## src/rtl/core/eei_pkg.sv

```systemverilog
`default_nettype none

package eei_pkg;

  // Field widths
  localparam int unsigned ENTITY_W = 6;
  localparam int unsigned OPCODE_W = 3;
  localparam int unsigned Q_W      = 32;

  // Table size: the entity field reaches at most this many slots
  localparam int unsigned MAX_SLOTS            = 2 ** ENTITY_W;
  localparam int unsigned DEFAULT_MAX_ENTITIES = 64;

  typedef logic signed [Q_W-1:0] q16_t;
  typedef q16_t [2:0] vec3_t;

  // One entity record as held in the table memory
  typedef struct packed {
    vec3_t pos;
    vec3_t orient;
    vec3_t vel;
    vec3_t torq;
  } ent_rec_t;

  typedef enum logic [OPCODE_W-1:0] {
    OP_SET_POS    = 3'd0,
    OP_ADD_TORQUE = 3'd1,
    OP_ADD_VEL    = 3'd2,
    OP_TICK       = 3'd3,
    OP_ADD_ENT    = 3'd4,
    OP_REMOVE     = 3'd5
  } opcode_t;

  typedef enum logic {
    ALU_ADD,
    ALU_MAC
  } alu_mode_t;

  typedef enum logic [3:0] {
    S_IDLE,
    S_CHECK,
    S_SCAN,
    S_READ,
    S_LOAD,
    S_CALC,
    S_ACCUM,
    S_WRITE,
    S_REPORT
  } state_t;

endpackage

`default_nettype wire

```

## src/rtl/core/eei_alu.sv

```systemverilog
`default_nettype none

module eei_alu (
  input  wire logic               clk,
  input  wire logic               load,
  input  wire eei_pkg::alu_mode_t mode,
  input  wire eei_pkg::q16_t      a,
  input  wire eei_pkg::q16_t      b,
  input  wire logic [31:0]        dt,
  output eei_pkg::q16_t           result
);
  import eei_pkg::*;

  localparam int unsigned SUM_W = 50;

  logic [31:0] mag;
  logic [63:0] prod;
  logic [63:0] prod_q;
  logic        neg_q;
  q16_t        a_q;
  q16_t        b_q;
  alu_mode_t   mode_q;
  logic [SUM_W-1:0] mag_ext;
  logic [SUM_W-1:0] term;
  logic [SUM_W-1:0] sum;
  logic             fits;

  // Stage 1: magnitude times delta, registered
  assign mag  = b[31] ? 32'(-b) : 32'(b);
  assign prod = mag * dt;

  always_ff @(posedge clk) begin
    if (load) begin
      prod_q <= prod;
      neg_q  <= b[31];
      a_q    <= a;
      b_q    <= b;
      mode_q <= mode;
    end
  end

  // Stage 2: in MAC mode truncate toward zero and restore sign; add and saturate
  assign mag_ext = {2'b00, prod_q[63:16]};

  always_comb begin
    if (mode_q == ALU_MAC) begin
      term = neg_q ? (~mag_ext + 1'b1) : mag_ext;
    end else begin
      term = {{(SUM_W-32){b_q[31]}}, b_q};
    end
  end

  assign sum  = {{(SUM_W-32){a_q[31]}}, a_q} + term;
  assign fits = (&sum[SUM_W-1:31]) | ~(|sum[SUM_W-1:31]);

  always_comb begin
    if (fits) begin
      result = q16_t'(sum[31:0]);
    end else if (sum[SUM_W-1]) begin
      result = q16_t'(32'h8000_0000);
    end else begin
      result = q16_t'(32'h7FFF_FFFF);
    end
  end

endmodule

`default_nettype wire

```

## config.mk

```make
export PLATFORM = sky130hd
export DESIGN_NAME = eei_alu
export DESIGN_NICKNAME = d
export VERILOG_FILES = /design/src/rtl/core/eei_pkg.sv /design/src/rtl/core/eei_alu.sv
export SDC_FILE = /design/constraint.sdc
export NUM_CORES = 2
export LEC_CHECK = 0
export ABC_AREA = 0
export ABC_CLOCK_PERIOD_IN_PS = 10620
export CORE_ASPECT_RATIO = 1.5
export CORE_UTILIZATION = 60
export DETAILED_ROUTE_END_ITERATION = 10
export DONT_BUFFER_PORTS = 1
export GPL_TIMING_DRIVEN = 0
export PLACE_DENSITY = 0.86
export SLEW_MARGIN = 30
export SYNTH_ARGS = -nofsm -noshare
export SYNTH_HDL_FRONTEND = slang
export SYNTH_SLANG_ARGS = --single-unit
```

## constraint.sdc

```tcl
create_clock -name clk -period 10.62 [get_ports clk]
set_input_delay 1.593 -clock clk [delete_from_list [all_inputs] [get_ports clk]]
set_output_delay 1.593 -clock clk [all_outputs]
set_load 0.005 [all_outputs]
```

**Word level (Yosys, flattened, before mapping)**

Index checks and enable logic that the tools add are counted.

- Register bits: 130
- Word-level logic and storage cells: 19
- Input port bits: 99
- Output and inout port bits: 32

- Bitwise operators: 3
- $mul: 1
- $add $sub $neg: 3
- Reductions and logical operators: 2
- Muxes and demuxes: 5

Operators by type and width:

| kind | count |
|---|---|
| $mux 50 | 2 |
| $mux 32 | 3 |
| $mul 32x32->64 | 1 |
| $add 50x1->50 const B | 1 |
| $add 50x50->50 | 1 |
| $not 48->50 | 1 |
| $neg 32->32 | 1 |
| $reduce_and 19->1 | 1 |
| $reduce_or 19->1 | 1 |
| $not 1->1 | 1 |
| $or 1x1->1 | 1 |

**Depth between registers and ports, before layout**

- Word-level depth: 9
- Depth in mapped cells: 39
- Mapped depth without buffers: 37

**Least setup slack after synthesis**

Ideal clock, no wire load.

- Path type: input to register
- From: in b[4]
- To: reg prod_q[62], data pin
- Stages on the path: 33
- Path slack: -0.665 ns
- Arrival: 11.022 ns
- Buffers on the path: 1
- Setup time: 0.264 ns
- Data required time: 10.356 ns
- Path through: or4_1 > or3_1 > or3_1 > or2_2 > or4_1 > nor4b_1 > clkbuf_1 > nand2_1 > fa_1 > inv_1 > fa_1 > fa_1 > inv_1 > fa_1 > inv_1 > fa_1 > fa_1 > fa_1 > inv_1 > fa_1 > inv_1 > ha_1 > a21oi_1 > o21ai_0 > a211oi_1 > a21oi_1 > a22o_1 > a211o_1 > nand3_1 > a21boi_0 > or2_2 > a221oi_1 > xnor2_1

- Cells in the longest elaborated chain, start to end: 3

Ends and longest elaborated chain:

| element | RTL line | source |
|---|---|---|
| start: declaration | eei_alu.sv:8 | `input wire eei_pkg::q16_t b,` |
| $neg 32->32 | eei_alu.sv:29 | `assign mag = b[31] ? 32'(-b) : 32'(b);` |
| $mux 32 * | eei_alu.sv:29 |  |
| $mul 32x32->64 * | eei_alu.sv:30 | `assign prod = mag * dt;` |
| via prod[62] | eei_alu.sv:17 | `logic [63:0] prod;` |
| end signal: assignment | eei_alu.sv:34 | `prod_q <= prod;` |
| end: declaration | eei_alu.sv:18 | `logic [63:0] prod_q;` |

Mark *: on every way through the listed nets, which the timed path passes. The rest lies on a longest branch.
A chain may end at the register's enable or synchronous reset.

**Worst setup path after layout**

- From: in b[4]
- To: reg prod_q[47], data pin

Same word-level chain as after synthesis.

==> Flow_metrics.wiki <==
{| class="wikitable"
! Metric !! Value
|-
| Cell repeated most along the worst path || fa_1
|-
| Tcrit/Tclk final || 104.3%
|-
| Clock transition at the register clock pins on the worst setup and hold paths after CTS || 60 ps
|-
| Critical path start-end classification || primary input to flip-flop
|-
| Cells after Synth || 4441
|-
| Distinct cell type count of the synthesized netlist || 71
|-
| Total CTS buffers || 17
|-
| Number of rows in the core area || between 100 and 150
|-
| Cell area after placement || 0.04226 sq mm
|-
| Post-route DRC || 0
|-
| Cell area after synthesis || 0.04092 sq mm
|-
| Area of the core || around 0.067 sq mm
|-
| DR WL/cell || 28.27 microns
|-
| Initial core utilization || roughly three fifths
|-
| Fraction of layout instances using a drive strength above 1 || 6.646%
|-
| Most instantiated flip-flop cell in the synthesis netlist || edfxtp_1
|-
| Die Ht || 321.9 microns
|-
| Tightest slew margin relative to the limit || 23.79%
|-
| Critical Path Start Type || primary input
|-
| Maximum number of pins on one net before global-route repair || 114
|-
| Hold-critical path depth || 0
|-
| Crit path required time || 10780 ps
|-
| Min Hold Slack || 1243 ps
|-
| Number of warnings printed during yosys synthesis || 0
|-
| Min cycle time layout || 11080 ps
|-
| Root buffer selected by CTS || clkbuf_16
|-
| Detail Route Antenna Nets || 0
|-
| Unrepaired setup endpoints after global routing || yes
|-
| Number of global-route vias before repair || 36020
|-
| Count of buffers from port buffering || 0
|-
| Global placement routability congestion || 1.100
|-
| Register area share after synthesis || 8.292%
|-
| Setup ws final || -455.4 ps
|-
| Final Max Slew Viols || 0
|-
| Violations in the final reports || setup timing
|-
| Type of destination of the critical path || flip-flop
|-
| # fillers || 5299
|-
| Total number of nets in the final design || 5822
|-
| Source of the worst hold timing path || a[7]
|-
| DRC marker count from the first detailed-route iteration || 3727
|-
| Cell type of the slowest stage on the worst timing path || clkbuf_1
|-
| Post-layout instance count excluding filler cells || ~5400
|-
| Number of cells in the design after placement || 5327
|-
| Clock Sinks || between 100 and 150
|-
| Htree depth || 4
|-
| Max Fclk || 90.29 MHz
|-
| Endpoint with the worst hold slack || a_q[7]
|-
| Gr ovfl total || 0
|-
| Final design utilization || 66.36%
|-
| Maximum clock path buffer count || 2
|-
| Async set-reset flop share out of synthesis || 0%
|-
| Outcome || complete, but fails checks
|-
| Slew at the pin closest to its max-slew limit || 1143 ps
|-
| I/O pin count || about 130
|-
| Final Setup Violations || 19
|-
| First-pass GRT wire length || 225300 microns
|-
| Mean instance size in the synthesized netlist || 9.215 sq um
|-
| Largest driver fanout on the critical path || 10
|-
| Clock tree from TritonCTS || done
|-
| Die span in x || 215.2 microns
|-
| HPWL reported at the end of detailed placement || 123400 microns
|-
| Number of enable-type register cells in the synthesized netlist || 113
|-
| Total GRT Usage || 45.56%
|-
| Number of endpoints with negative hold slack in the final report || 0
|-
| Flop and latch count out of synthesis || 113
|-
| Routed wire length || 153600 microns
|-
| Worst min path class || primary input to flip-flop
|-
| Stage delay of the slowest cell on the critical path || approximately 600 ps
|-
| Via Count || roughly 34000
|-
| Max-cap check violation count || 0
|-
| Area added between synthesis and finish || 8.732%
|-
| Total nets after synthesis || between 5000 and 6000
|-
| Die Footprint || 0.06927 sq mm
|-
| Detailed-route vias per instance || 6.260
|-
| Finished Cell Area || between 0.04 and 0.05 sq mm
|-
| Initial antenna violation count || 13
|-
| Data arrival time of the critical path || 11230 ps
|-
| Pre-Repair DR Iteration Count || 7
|}
cells by family after synthesis:
family          synth area share, %
xor+xnor                      3.290
flops                         8.292
simple gates                  17.96
fa+ha+maj                     53.34
buf+inv                       10.15
compound gates                6.809
mux                          0.1559
sequential cells by signal, summed over array words and instances, names as in the netlist:
| register | cells |
|---|---|
| b_q | 31 |
| prod_q | 48 |
| a_q | 32 |
| mode_q | 1 |
| neg_q | 1 |
through the flow:
stage	TNS, ps	setup WS (ps)
3_5_place_dp	-58070	-1986
4_1_cts	-710.0	-196.4
3_3_place_gp	-53090	-1880
2_1_floorplan	-26.08	-26.08
5_1_grt	-5526	-470.0
6_report	-4403	-455.4
worst max-delay path by stage:
stage                     from    endpoint  slack, ps  cells past startpoint
after floorplan           b[4]  prod_q[62]        -30                     32
after global placement    b[0]  prod_q[47]      -1880                     33
after detailed placement  b[0]  prod_q[47]      -1990                     33
after CTS                 b[4]  prod_q[47]       -200                     33
after global routing      b[4]  prod_q[62]       -470                     33
final                     b[4]  prod_q[47]       -460                     32
synthesized netlist by cell type (4+ instances only):
cell      count  share of area [%]
or2_2         4              0.061
a21oi_1     164                2.0
and3_1       19               0.29
o21bai_1     14               0.26
and2_1      600                9.2
fa_1        896                 44
o41ai_1      10               0.21
nand4_1      20               0.31
a211oi_1      7               0.13
clkbuf_1    220                2.0
and4_1        7               0.15
nand2_1     523                4.8
xor2_1       71                1.5
nor4_1       10               0.15
nor3_1       16               0.20
nor2_1       88               0.81
a21boi_0      4              0.073
o31a_1        6               0.13
a31oi_1      15               0.23
o21a_1       36               0.66
or3_1        19               0.29
nand2b_1     21               0.32
a221oi_1      4              0.086
nand3_1      32               0.39
inv_1       873                8.0
nand3b_1      4              0.073
a41oi_1       4              0.086
o31ai_1      20               0.37
buf_1         4              0.037
edfxtp_1    113                8.3
o21ai_0      78               0.95
a21o_1       38               0.70
or4_1        12               0.22
ha_1        311                9.5
o211ai_1     12               0.22
nor2b_1      23               0.35
xnor2_1      79                1.7
buf_2         7              0.086
area by class of cell:
| class | count | area, sq um | share of cell area, % |
|---|---|---|---|
| inverter | 873 | 3277 | 7.365 |
| antenna | 18 | 45.04 | 0.1012 |
| clock inverter | 15 | 142.6 | 0.3206 |
| multi-input combinational | 3224 | 34370 | 77.25 |
| timing repair buffer | 56 | 471.7 | 1.060 |
| clock buffer | 17 | 425.4 | 0.9561 |
| sequential | 113 | 3393 | 7.626 |
| tap | 885 | 1107 | 2.489 |
| buffer | 231 | 1262 | 2.837 |
worst max-delay path, delay by kind of cell:
family,cells,cell delay (ps)
adders and majority gates,9,4300
xor gates and xnor gates,2,330
and+or+nand+nor,8,2470
AOI/OAI and AO/OA,7,1460
buffers and inverters,6,1040
layer usage:
layer,vias to the layer above,global-route usage (%),part of all wire (%)
met5,-,0,0.018
met4,4,41.72,12
met3,891,13.98,12
met2,2538,71.01,44
met1,16850,49.91,31
li1,13720,-,-
cell usage in the layout, fill, tap and decap left out, types with 20 or more instances in the layout:
master / Yosys / layout
a21o_1: 38 / 36
a21oi_1: 164 / 151
and2_1: 600 / 596
buf_4: 0 / 52
clkbuf_1: 220 / 146
clkbuf_2: 0 / 35
edfxtp_1: 113 / 113
fa_1: 896 / 890
ha_1: 311 / 295
inv_1: 873 / 867
nand2_1: 523 / 519
nand2b_1: 21 / 21
nand3_1: 32 / 31
nand4_1: 20 / 20
nor2_1: 88 / 86
nor2b_1: 23 / 22
o21a_1: 36 / 36
o21ai_0: 78 / 72
xnor2_1: 79 / 61
xor2_1: 71 / 62
repair_timing:
action / in CTS / in global routing
cloned: 0 / 0
endpoints found under the hold margin: 0 / 0
resized for setup: 176 / 100
pin swaps: 28 / 34
buffers inserted: 36 / 19
endpoints found under the setup margin: 42 / 28
hold buffers: 0 / 0
Power is not shown: default switching activity piles up to over one toggle a cycle in this logic, so the estimate is an artifact.
